===== config.mk =====
export PLATFORM = sky130hd
export DESIGN_NAME = primitive_index_unpacker
export DESIGN_NICKNAME = d
export VERILOG_FILES = /design/src/sv/pidx_pkg.sv /design/src/sv/pidx_front.sv /design/src/sv/pidx_emit.sv /design/src/sv/primitive_index_unpacker.sv
export VERILOG_INCLUDE_DIRS = /design/src /design/src/sv
export SDC_FILE = /design/constraint.sdc
export NUM_CORES = 2
export LEC_CHECK = 0
export ABC_CLOCK_PERIOD_IN_PS = 52100
export BUFFER_PORTS_ARGS = -buffer_cell sky130_fd_sc_hd__clkbuf_2
export CORE_MARGIN = 3
export CORE_UTILIZATION = 25
export DETAILED_ROUTE_END_ITERATION = 8
export PLACE_DENSITY = 0.45
export SLEW_MARGIN = 20
export SYNTH_ARGS = -nofsm -noshare
export SYNTH_HDL_FRONTEND = slang
export SYNTH_HIERARCHICAL = 1
export SYNTH_SLANG_ARGS = --single-unit
export TNS_END_PERCENT = 30

===== constraint.sdc =====
create_clock -name aclk -period 52.1 [get_ports aclk]
set_input_delay 7.815 -clock aclk [delete_from_list [all_inputs] [get_ports aclk]]
set_output_delay 7.815 -clock aclk [all_outputs]
set_load 0.03 [all_outputs]

===== src/sv/primitive_index_unpacker_assert.svh =====
// Assertion macros used by the primitive index unpacker RTL (pidx_emit).
`ifndef PRIMITIVE_INDEX_UNPACKER_ASSERT_SVH
`define PRIMITIVE_INDEX_UNPACKER_ASSERT_SVH
`ifndef SYNTHESIS
// Same-cycle implication, disabled during reset
`define PIDX_ASSERT_IMP(label, clk, rstn, ante, cons) \
    label: assert property (@(posedge clk) disable iff (!rstn) (ante) |-> (cons)) \
        else $error("pidx assertion failed");
// Next-cycle implication, disabled during reset
`define PIDX_ASSERT_NEXT(label, clk, rstn, ante, cons) \
    label: assert property (@(posedge clk) disable iff (!rstn) (ante) |=> (cons)) \
        else $error("pidx assertion failed");
`else
`define PIDX_ASSERT_IMP(label, clk, rstn, ante, cons)
`define PIDX_ASSERT_NEXT(label, clk, rstn, ante, cons)
`endif
`endif


===== src/sv/pidx_pkg.sv =====
// Types and constants of the primitive index unpacker.
`default_nettype none

package pidx_pkg;

    localparam int unsigned CFG_IDX_W = 2;
    localparam int unsigned JOB_IDX_MAX = 6;

    // Configuration register indexes
    localparam logic [CFG_IDX_W-1:0] CFG_PRIM_MODE     = 2'd0;
    localparam logic [CFG_IDX_W-1:0] CFG_INDEX_FORMAT  = 2'd1;
    localparam logic [CFG_IDX_W-1:0] CFG_RESTART_INDEX = 2'd2;

    // Primitive modes
    localparam logic [1:0] MODE_LIST  = 2'd0;
    localparam logic [1:0] MODE_QUADS = 2'd1;
    localparam logic [1:0] MODE_STRIP = 2'd2;
    localparam logic [1:0] MODE_LOOP  = 2'd3;

    // Index formats (codes above FMT_U32_LE are legal and mean direct draw)
    localparam logic [2:0] FMT_AUTO   = 3'd0;
    localparam logic [2:0] FMT_U16_BE = 3'd1;
    localparam logic [2:0] FMT_U16_LE = 3'd2;
    localparam logic [2:0] FMT_U32_BE = 3'd3;
    localparam logic [2:0] FMT_U32_LE = 3'd4;

    localparam logic [31:0] MASK16    = 32'h0000_FFFF;
    localparam logic [31:0] MASK32    = 32'hFFFF_FFFF;
    localparam logic [32:0] COUNT_MAX = 33'h1_FFFF_FFFF;

    typedef struct packed {
        logic [31:0] raw_word;
        logic        last_item;
    } pidx_in_t;

    typedef struct packed {
        logic [31:0] index_value;
        logic        is_index;
        logic        end_of_draw;
        logic [31:0] index_min;
        logic [31:0] index_max;
        logic [32:0] output_count;
        logic        wide_indices;
        logic        direct_draw;
    } pidx_out_t;

    // Results of one input transaction, queued for the output register
    typedef struct packed {
        logic [JOB_IDX_MAX-1:0][31:0] idx_vals;
        logic [2:0]                   idx_cnt;
        logic                         has_sum;
        pidx_out_t                    sum_result;
    } pidx_job_t;

endpackage

`default_nettype wire


===== src/sv/pidx_front.sv =====
// Input side: configuration, index decode, draw state and result list build.
`default_nettype none

module pidx_front
    import pidx_pkg::*;
(
    input  wire logic                 aclk,
    input  wire logic                 aresetn,
    input  wire logic                 cfg_we,
    input  wire logic [CFG_IDX_W-1:0] cfg_index,
    input  wire logic [31:0]          cfg_wdata,
    input  wire logic                 in_valid,
    input  wire logic                 in_ready,
    input  wire pidx_in_t             in_data,
    output logic                      job_load,
    output pidx_job_t                 job
);

    logic [1:0]  prim_mode_reg;
    logic [2:0]  index_format_reg;
    logic [31:0] restart_index_reg;

    logic [2:0][31:0] window_reg, window_next;
    logic [31:0] first_reg, first_next;
    logic [31:0] vcount_reg, vcount_next;
    logic [31:0] min_reg, min_next;
    logic [31:0] max_reg, max_next;
    logic        seen_reg, seen_next;

    logic        accept;
    logic        valid_fmt;
    logic        fetched;
    logic [31:0] rst_val;
    logic [31:0] n;
    logic [31:0] decoded;
    logic [31:0] cur;
    logic [31:0] n_minus2;
    logic [31:0] quot;
    logic [33:0] cnt_wide;
    logic [32:0] cnt_sat;
    logic        direct;
    logic [3:0][31:0] cand;
    logic [3:0]  take_en;
    logic [JOB_IDX_MAX-1:0][31:0] emit_vals;
    logic [2:0]  emit_cnt;
    pidx_out_t   sum_res;

    assign accept = in_valid && in_ready;

    // Configuration writes
    always_ff @(posedge aclk) begin
        if (!aresetn) begin
            prim_mode_reg     <= MODE_LIST;
            index_format_reg  <= FMT_U16_BE;
            restart_index_reg <= MASK32;
        end else if (cfg_we) begin
            case (cfg_index)
                CFG_PRIM_MODE:     prim_mode_reg     <= cfg_wdata[1:0];
                CFG_INDEX_FORMAT:  index_format_reg  <= cfg_wdata[2:0];
                CFG_RESTART_INDEX: restart_index_reg <= cfg_wdata;
                default: ;
            endcase
        end
    end

    // Format decode and byte order
    always_comb begin
        valid_fmt = (index_format_reg <= FMT_U32_LE);
        fetched   = valid_fmt && (index_format_reg != FMT_AUTO);
        rst_val   = ((index_format_reg == FMT_U16_BE) || (index_format_reg == FMT_U16_LE))
                    ? (restart_index_reg & MASK16) : restart_index_reg;
        n = (vcount_reg != MASK32) ? (vcount_reg + 32'd1) : vcount_reg;
        case (index_format_reg)
            FMT_U16_BE: decoded = {16'd0, in_data.raw_word[7:0], in_data.raw_word[15:8]};
            FMT_U16_LE: decoded = {16'd0, in_data.raw_word[15:0]};
            FMT_U32_BE: decoded = {in_data.raw_word[7:0], in_data.raw_word[15:8],
                                   in_data.raw_word[23:16], in_data.raw_word[31:24]};
            default:    decoded = in_data.raw_word;
        endcase
        cur = (index_format_reg == FMT_AUTO) ? (n - 32'd1) : decoded;
    end

    // Emitted indices and the candidates for the min and max
    always_comb begin
        emit_vals  = '0;
        emit_cnt   = 3'd0;
        cand       = {cur, window_reg[2], window_reg[1], window_reg[0]};
        take_en    = 4'b0000;
        first_next = first_reg;
        if (valid_fmt) begin
            case (prim_mode_reg)
                MODE_LIST: begin
                    if (fetched) begin
                        emit_vals[0] = cur;
                        emit_cnt     = 3'd1;
                        take_en      = 4'b1000;
                    end
                end
                MODE_QUADS: begin
                    if (n[1:0] == 2'b00) begin
                        emit_vals = {cur, window_reg[2], window_reg[0],
                                     window_reg[2], window_reg[1], window_reg[0]};
                        emit_cnt  = 3'd6;
                        take_en   = fetched ? 4'b1111 : 4'b0000;
                    end
                end
                MODE_STRIP: begin
                    if ((n >= 32'd4) && !n[0]) begin
                        emit_vals = {cur, window_reg[1], window_reg[2],
                                     window_reg[2], window_reg[1], window_reg[0]};
                        emit_cnt  = 3'd6;
                        if (fetched) begin
                            take_en = (n == 32'd4) ? 4'b1111 : 4'b1100;
                        end
                    end
                end
                MODE_LOOP: begin
                    if (n == 32'd1) begin
                        first_next = cur;
                    end
                    emit_vals[0] = cur;
                    emit_vals[1] = (n == 32'd1) ? cur : first_reg;
                    emit_cnt     = in_data.last_item ? 3'd2 : 3'd1;
                    take_en      = fetched ? 4'b1000 : 4'b0000;
                end
                default: ;
            endcase
        end
    end

    // Running min and max with restart values left out
    always_comb begin
        min_next  = min_reg;
        max_next  = max_reg;
        seen_next = seen_reg;
        for (int i = 0; i < 4; i++) begin
            if (take_en[i] && (cand[i] != rst_val)) begin
                if (cand[i] < min_next) min_next = cand[i];
                if (cand[i] > max_next) max_next = cand[i];
                seen_next = 1'b1;
            end
        end
    end

    // Output count by primitive mode, saturated to 33 bits
    always_comb begin
        n_minus2 = n - 32'd2;
        case (prim_mode_reg)
            MODE_QUADS: quot = {2'b00, n[31:2]};
            MODE_STRIP: quot = {1'b0, n_minus2[31:1]};
            default:    quot = n;
        endcase
        case (prim_mode_reg)
            MODE_LIST:  cnt_wide = {2'b00, n};
            MODE_QUADS,
            MODE_STRIP: cnt_wide = ({2'b00, quot} << 2) + ({2'b00, quot} << 1);
            MODE_LOOP:  cnt_wide = {2'b00, n} + 34'd1;
            default:    cnt_wide = {2'b00, n};
        endcase
        cnt_sat = (cnt_wide > {1'b0, COUNT_MAX}) ? COUNT_MAX : cnt_wide[32:0];
    end

    // Summary result for the last item of a draw
    always_comb begin
        if (!valid_fmt) begin
            direct = 1'b1;
        end else begin
            case (prim_mode_reg)
                MODE_LIST:  direct = (index_format_reg == FMT_AUTO);
                MODE_QUADS: direct = (n < 32'd4);
                MODE_STRIP: direct = (n <= 32'd3);
                default:    direct = 1'b0;
            endcase
        end
        sum_res             = '0;
        sum_res.end_of_draw = 1'b1;
        if (direct) begin
            sum_res.index_max    = n - 32'd1;
            sum_res.output_count = {1'b0, n};
            sum_res.direct_draw  = 1'b1;
        end else begin
            sum_res.output_count = cnt_sat;
            if (index_format_reg == FMT_AUTO) begin
                sum_res.index_max    = n - 32'd1;
                sum_res.wide_indices = (n > MASK16);
            end else begin
                sum_res.index_min    = seen_next ? min_next : 32'd0;
                sum_res.index_max    = seen_next ? max_next : 32'd0;
                sum_res.wide_indices = (index_format_reg >= FMT_U32_BE);
            end
        end
    end

    // Result list handed to the output register
    assign job = '{idx_vals: emit_vals, idx_cnt: emit_cnt,
                   has_sum: in_data.last_item, sum_result: sum_res};

    assign job_load = accept && (in_data.last_item || (emit_cnt != 3'd0));

    // Draw state; the last item returns it to its reset value
    always_comb begin
        window_next = {cur, window_reg[2], window_reg[1]};
        vcount_next = n;
        if (in_data.last_item) begin
            window_next = '0;
            vcount_next = 32'd0;
        end
    end

    always_ff @(posedge aclk) begin
        if (!aresetn) begin
            window_reg <= '0;
            first_reg  <= 32'd0;
            vcount_reg <= 32'd0;
            min_reg    <= MASK32;
            max_reg    <= 32'd0;
            seen_reg   <= 1'b0;
        end else if (accept) begin
            window_reg <= window_next;
            vcount_reg <= vcount_next;
            if (in_data.last_item) begin
                first_reg <= 32'd0;
                min_reg   <= MASK32;
                max_reg   <= 32'd0;
                seen_reg  <= 1'b0;
            end else begin
                first_reg <= first_next;
                min_reg   <= min_next;
                max_reg   <= max_next;
                seen_reg  <= seen_next;
            end
        end
    end

endmodule

`default_nettype wire


===== src/sv/pidx_emit.sv =====
// Output side: result register that hands out one transaction's results in order.
`default_nettype none

`include "primitive_index_unpacker_assert.svh"

module pidx_emit
    import pidx_pkg::*;
(
    input  wire logic      aclk,
    input  wire logic      aresetn,
    input  wire logic      job_load,
    input  wire pidx_job_t job,
    output logic           can_take,
    output logic           m_valid,
    input  wire logic      m_ready,
    output pidx_out_t      m_data
);

    pidx_job_t  job_reg;
    logic       job_valid_reg, job_valid_next;
    logic [2:0] pos_reg, pos_next;
    logic [2:0] total;
    logic       last_beat;

    assign total     = job_reg.idx_cnt + {2'b00, job_reg.has_sum};
    assign last_beat = (pos_reg == (total - 3'd1));
    assign m_valid   = job_valid_reg;
    assign can_take  = !job_valid_reg || (m_ready && last_beat);

    // Result select: indices first, then the summary
    always_comb begin
        m_data = '0;
        if (pos_reg < job_reg.idx_cnt) begin
            m_data.index_value = job_reg.idx_vals[pos_reg];
            m_data.is_index    = 1'b1;
        end else begin
            m_data = job_reg.sum_result;
        end
    end

    // Position and occupancy
    always_comb begin
        job_valid_next = job_valid_reg;
        pos_next       = pos_reg;
        if (job_load) begin
            job_valid_next = 1'b1;
            pos_next       = 3'd0;
        end else if (job_valid_reg && m_ready) begin
            if (last_beat) begin
                job_valid_next = 1'b0;
                pos_next       = 3'd0;
            end else begin
                pos_next = pos_reg + 3'd1;
            end
        end
    end

    always_ff @(posedge aclk) begin
        if (!aresetn) begin
            job_valid_reg <= 1'b0;
            pos_reg       <= 3'd0;
        end else begin
            job_valid_reg <= job_valid_next;
            pos_reg       <= pos_next;
        end
    end

    always_ff @(posedge aclk) begin
        if (job_load) begin
            job_reg <= job;
        end
    end

    `PIDX_ASSERT_IMP(a_job_not_empty, aclk, aresetn, job_valid_reg, total != 3'd0)
    `PIDX_ASSERT_IMP(a_pos_in_range, aclk, aresetn, job_valid_reg, pos_reg < total)
    `PIDX_ASSERT_IMP(a_end_on_last, aclk, aresetn, m_valid && m_data.end_of_draw, last_beat)
    `PIDX_ASSERT_NEXT(a_stall_holds, aclk, aresetn, m_valid && !m_ready, m_valid && $stable(pos_reg))

endmodule

`default_nettype wire


===== src/sv/primitive_index_unpacker.sv =====
// Top level of the primitive index unpacker.
`default_nettype none

// Takes one index word per transaction and produces the renderer index stream
// for list, quad, quad strip and line loop draws, plus one summary result
// (min, max, count, index width, direct draw) after the last item. Each input
// transaction is decoded and folded into the draw state in the cycle it is
// accepted; its results, 0 to 7 of them, then leave through a single result
// register at one per cycle while the receiver is ready. The input is ready
// only while that register is empty or the receiver takes its final result,
// so an item that yields results holds the input until they have left and
// an item with no results still waits for the register to drain. This sets
// the pace: with the receiver always ready, lists and line loops run at one item
// per cycle in steady state; quads and quad strips stall while six indices leave.
module primitive_index_unpacker
    import pidx_pkg::*;
(
    input  wire logic                 aclk,
    input  wire logic                 aresetn,
    input  wire logic                 cfg_we,
    input  wire logic [CFG_IDX_W-1:0] cfg_index,
    input  wire logic [31:0]          cfg_wdata,
    input  wire logic                 s_valid,
    output logic                      s_ready,
    input  wire pidx_in_t             s_data,
    output logic                      m_valid,
    input  wire logic                 m_ready,
    output pidx_out_t                 m_data
);

    logic      job_load;
    pidx_job_t job;

    pidx_front u_front (
        .aclk      (aclk),
        .aresetn   (aresetn),
        .cfg_we    (cfg_we),
        .cfg_index (cfg_index),
        .cfg_wdata (cfg_wdata),
        .in_valid  (s_valid),
        .in_ready  (s_ready),
        .in_data   (s_data),
        .job_load  (job_load),
        .job       (job)
    );

    pidx_emit u_emit (
        .aclk     (aclk),
        .aresetn  (aresetn),
        .job_load (job_load),
        .job      (job),
        .can_take (s_ready),
        .m_valid  (m_valid),
        .m_ready  (m_ready),
        .m_data   (m_data)
    );

endmodule

`default_nettype wire


# Word-level counts from Yosys, hierarchy flattened

Cells that the tools add are included.

Mux-type cells: 71
Add/subtract/negate cells: 8
$lt $le $gt $ge: 17
Reductions and logical operators: 34
Eq/ne operators: 16
Bitwise gates (word level): 2

Operators with widths:

| operator                                                                              | count |
|---|---|
| 32-bit 2-to-1 mux                                                                     | 30 |
| 192-bit 2-to-1 mux                                                                    | 2 |
| 128-bit case mux with 2 select lines                                                  | 1 |
| 32-bit case mux with 3 select lines                                                   | 2 |
| 32-bit > comparator                                                                   | 4 |
| 32-bit < comparator                                                                   | 4 |
| 32-bit inequality test                                                                | 4 |
| 32-bit case mux with 4 select lines                                                   | 1 |
| 34-bit case mux with 3 select lines                                                   | 1 |
| 100-bit 2-to-1 mux                                                                    | 1 |
| 32-bit binary-select mux with 3-bit select                                            | 1 |
| 96-bit 2-to-1 mux                                                                     | 1 |
| 33-bit 2-to-1 mux                                                                     | 2 |
| 65-bit 2-to-1 mux                                                                     | 1 |
| 32-bit case mux with 2 select lines                                                   | 1 |
| 34-bit by 33-bit adder with 34-bit output                                             | 1 |
| 34-bit by 33-bit > comparator with 1-bit output (second input constant)               | 1 |
| 32-bit by 1-bit adder with 33-bit output (second input constant)                      | 1 |
| 32-bit by 1-bit adder with 32-bit output (second input constant)                      | 1 |
| 32-bit by 1-bit equality test with 1-bit output (second input constant)               | 1 |
| 32-bit by 3-bit equality test with 1-bit output (second input constant)               | 1 |
| 32-bit by 3-bit greater-or-equal comparator with 1-bit output (second input constant) | 1 |
| 32-bit by 16-bit > comparator with 1-bit output (second input constant)               | 1 |
| 32-bit by 2-bit <= comparator with 1-bit output (second input constant)               | 1 |
| 35 further kinds                                                                      | 83 |

Flip-flop bits (word level): 561
Output and inout port bits: 135

# Logic depth before layout (Yosys ltp)

Depth in word-level cells: 22
Depth in mapped cells: 66
Mapped depth without buffers: 60

# Hierarchy

Netlist, hierarchy kept.

Modules (own cells, without submodules):

| module     | cells an instance | sequential area each (um^2) | area each (um^2) | times used |
|---|---|---|---|---|
| pidx_front | 4341              | 5245.0                      | 31218.7          | 1 |
| pidx_emit  | 632               | 9959.6                      | 12751.0          | 1 |

# Worst setup path after synthesis

No wires, ideal clock.

Path type: in2reg
Start: input m_ready
End: register u_emit.pos_reg[2]
Slack: 28.226 ns
Path buffers: 3
Required time: 51.948 ns
Arrival time: 23.723 ns
Cell stages on the path: 10
Setup time: 0.152 ns
Path through: nand4_1 nand2_1 nand2_1 clkbuf_1 clkbuf_1 clkbuf_1 nor2_1 nand2b_1 a2111o_1 a41oi_1

Longest elaborated chain between the ends: 5

RTL lines:

| element                             | line                           | RTL |
|---|---|---|
| from (decl)                         | primitive_index_unpacker.sv:27 | `input wire logic m_ready,` |
| 1-bit logical AND                   | pidx_emit.sv:28                | `assign can_take = !job_valid_reg \|\| (m_ready && last_beat);` |
| 1-bit logical OR                    | pidx_emit.sv:28                |  |
| net s_ready                         | primitive_index_unpacker.sv:24 | `output logic s_ready,` |
| 1-bit logical AND                   | pidx_front.sv:48               | `assign accept = in_valid && in_ready;` |
| 1-bit logical AND                   | pidx_front.sv:198              | `assign job_load = accept && (in_data.last_item \|\| (emit_cnt != 3'd0));` |
| net job_load                        | primitive_index_unpacker.sv:31 | `logic job_load;` |
| 2-bit OR reduction (no source line) | -                              |  |
| to (signal assigned)                | pidx_emit.sv:64                | `pos_reg <= pos_next;` |
| to (decl)                           | pidx_emit.sv:21                | `logic [2:0] pos_reg, pos_next;` |

The timed path passes the listed nets, and every way through them passes these cells.
A chain may end at the register's enable or synchronous reset.

# Worst setup path in the final report

Start: input m_ready
End: output s_ready

Longest elaborated chain between the ends: 2

RTL lines:

| element           | line |
|---|---|
| 1-bit logical AND | pidx_emit.sv:28 |
| 1-bit logical OR  | pidx_emit.sv:28 |
| to (decl)         | primitive_index_unpacker.sv:24 |

Every way passes these cells.

==> results.yml <==
status:
  status: "complete, no violations"
yosys:
  yosysSeqAreaShare: 0.3458
  synth_cell_type_count: 100
  synthesis.yosys.warnings: 6
  syn_inst: 4973
  syn_area_per_cell_sq_um: 8.842
  ys_seq_elements: 595
  synth_area_sq_um: 43970
  synth_top_cell_by_area: "edfxtp_1"
  synth_edf_count: 329
  yosysTopAreaCellShare: 0.2247
  ys_async_sr_fraction: 0
  ys.flop_type: "edfxtp_1"
  synthTopCellsByArea: "edfxtp_1 22%, dfxtp_1 12%, ha_1 8.6%, mux2_2 3.9%, nand2_1 3.3%"
setup_path:
  critical_path_class: "primary input to primary output"
  r2r_setup_slack_ns: 36.33
  required_ns: 44.28
  reg2reg_to: "u_emit/job_reg[60]$_DFFE_PP_"
  worstSetupEndpointType: "primary output"
  cp-start-kind: "primary input"
  reg2reg_depth: 61
  crit_fanout: 5
  cp.arrival_ns: 8.42
  rr_startpoint: "u_front/vcount_reg[0]$_SDFFE_PN0P_"
timing:
  period_share: 0.3117
  fin_tns_setup_ns: 0
  period_needed_ns: 16.24
  max-slew-margin-rel: 0.1580
  rsz0062_at_grt: "false"
  whs_ns: 0.4693
  final.setup.worst_slack_ns: 35.86
  hold_violations: 0
  fmax_mhz: 61.58
  fin_skew_ns: 0.03961
  drv_slew: 0
  setup_violations: 0
  tightest_slew_ns: 1.263
floorplanning:
  die_x_microns: 425.4
  ioPinCount: 207
  rows: 153
  die_h_microns: 425.4
  start_util: 0.2521
  core-area_sq_um: 174400
  dieArea_sq_um: 180900
power_and_ir_drop:
  p_leak_nw: 19.83
  power.switching_uw: 469.6
  power.total_mw: 1.441
  power_density_nw_per_um2: 28.87
  combPwrFrac: 0.218
  ir_worst_vdd_v: 0.00002141
  clkPwrFrac: 0.394
  swShare: 0.3258
  seq_power_share: 0.388
  internal_power_uw: 971.9
layout:
  final_cell_mix: "388 x nand2_1, 386 x nor2_1, 329 x edfxtp_1"
  fillers: 18480
  fin_nets: 5380
  seqCellArea_sq_um: 15210
  largest_reg_flops: 329
  final_common_cell: "nand2_1"
  syn_to_final_growth_pct: 13.56
  multi_input_area_sq_um: 26200
  drive_gt1_frac: 0.1432
route:
  detail-route-antenna-nets: 0
  wl_per_cell_microns: 25.98
  first_iter_violations: 3596
  route.detailed.drc: 0
  drt-total-wl_mm: 192.3
  vias: 39090
  viasPerCell: 5.281
  drtPass1Iterations: 6
grt:
  grt-ovfl-total: 0
  grt_usage: 0.2068
  first_global_vias: 37810
  grt_max_degree: 78
  antenna_found_initial: 21
  grt_pass1_wl_mm: 274.7
clocking:
  clk_pin_slew_ns: 0.05
  cts_resized: 0
  cts-root-buf: "clkbuf_16"
  post_cts.repair.setup_buffers: 0
  cts_sinks: 595
  cts_tree: "yes"
  cts_max_level: 3
  cts_buffers: 79
  clock_path_buffers: 3
  postCtsHoldBufs: 0
  insertion_delay_ns: 0.72
placement:
  place_hpwl_mm: 142.5
  post-place-ws_ns: 35.87
  io_buffers: 206
  place_congestion: 0.9420
worst_hold_path:
  min_path_cells: 2
  hold_path.startpoint: "u_front/seen_reg$_SDFFE_PN0P_"
  hold_path_class: "flip-flop to flip-flop"
  min_to: "u_front/seen_reg$_SDFFE_PN0P_"
job:
  maxCapViolations: 0
-- power groups by stage --
stage                     combinational (mW)  sequential, mW  clock, mW
after detailed placement               0.313           0.570          0
after floorplan                        0.211           0.566          0
after CTS                              0.314           0.560      0.585
final                                  0.314           0.560      0.568
after global placement                 0.312           0.569          0
after global routing                   0.338           0.562      0.601
-- worst max-delay path, cell delays in order --
cell and delay [ns]:
clkbuf_2 0.13, nand4_1 0.09, nand2_1 0.16, clkbuf_2 0.23
-- layer usage --
layer | wire (microns) | GRT usage
met5 | 0 | 0
met4 | 11580 | 0.1130
met3 | 11590 | 0.02796
met2 | 85440 | 0.3247
met1 | 83700 | 0.2735
-- metrics by stage --
stage / util / cells / area (sq um)
2_1_floorplan: - / 5005 / 44090
3_3_place_gp: 0.2709 / 7249 / 47250
3_5_place_dp: 0.2709 / 7249 / 47250
4_1_cts: 0.2862 / 7396 / 49920
5_1_grt: 0.2863 / 7399 / 49920
6_report: 0.2863 / 7402 / 49930
-- cell usage after synthesis, drive strengths merged (11+ instances only) --
| cell | instances |
|---|---|
| nand2b | 37 |
| a211oi | 29 |
| inv | 239 |
| a22oi | 174 |
| o22ai | 90 |
| a21oi | 272 |
| mux2i | 97 |
| a221oi | 29 |
| o211ai | 18 |
| nor2 | 393 |
| nand3 | 113 |
| o31ai | 12 |
| o32ai | 15 |
| nand4 | 110 |
| a22o | 33 |
| dfxtp | 266 |
| nor3b | 36 |
| nor2b | 158 |
| and2 | 161 |
| and4 | 11 |
| o21ai | 285 |
| or3 | 22 |
| mux4 | 32 |
| nor4 | 46 |
| and3 | 28 |
| a21o | 93 |
| nor3 | 94 |
| buf | 133 |
| nand3b | 12 |
| nand2 | 391 |
| xnor2 | 117 |
| or2 | 16 |
| o21a | 17 |
| ha | 302 |
| xor2 | 76 |
| edfxtp | 329 |
| clkbuf | 286 |
| a31oi | 40 |
| mux2 | 201 |
-- cell families (layout without fill, tap and decap cells) --
group / after synthesis / in the layout / synth area share
simple gates: 1657 / 1657 / 0.1916
fa+ha+maj: 303 / 303 / 0.08639
buf+inv: 658 / 724 / 0.06385
xor+xnor: 194 / 194 / 0.03938
compound gates: 1234 / 1234 / 0.1829
flops: 595 / 595 / 0.3458
other cells: 2 / 40 / 0.0001708
mux: 330 / 330 / 0.08995
-- final cells by class --
type                    instances  share of cell area
multi-input cells            3752              0.5248
flip-flops and latches        595              0.3046
well taps                    2325             0.05826
clock buffers                 107             0.04415
repair buffers                338             0.04067
inverters                     239             0.01797
clock inverters                40            0.009272
diodes                          6           0.0003007
-- worst max path at each step --
stage	depth (start not counted)	slack, ns	endpoint	startpoint
floorplan	10	28.23	u_emit/pos_reg[2]$_SDFFE_PP0P_	m_ready
global placement	4	35.85	s_ready	m_ready
detailed placement	4	35.87	s_ready	m_ready
CTS	4	35.86	s_ready	m_ready
global route	61	35.62	u_emit/job_reg[66]$_DFFE_PP_	u_front/vcount_reg[0]$_SDFFE_PN0P_
finish	4	35.86	s_ready	m_ready
Note: power is estimated with default switching activity, not from simulation.
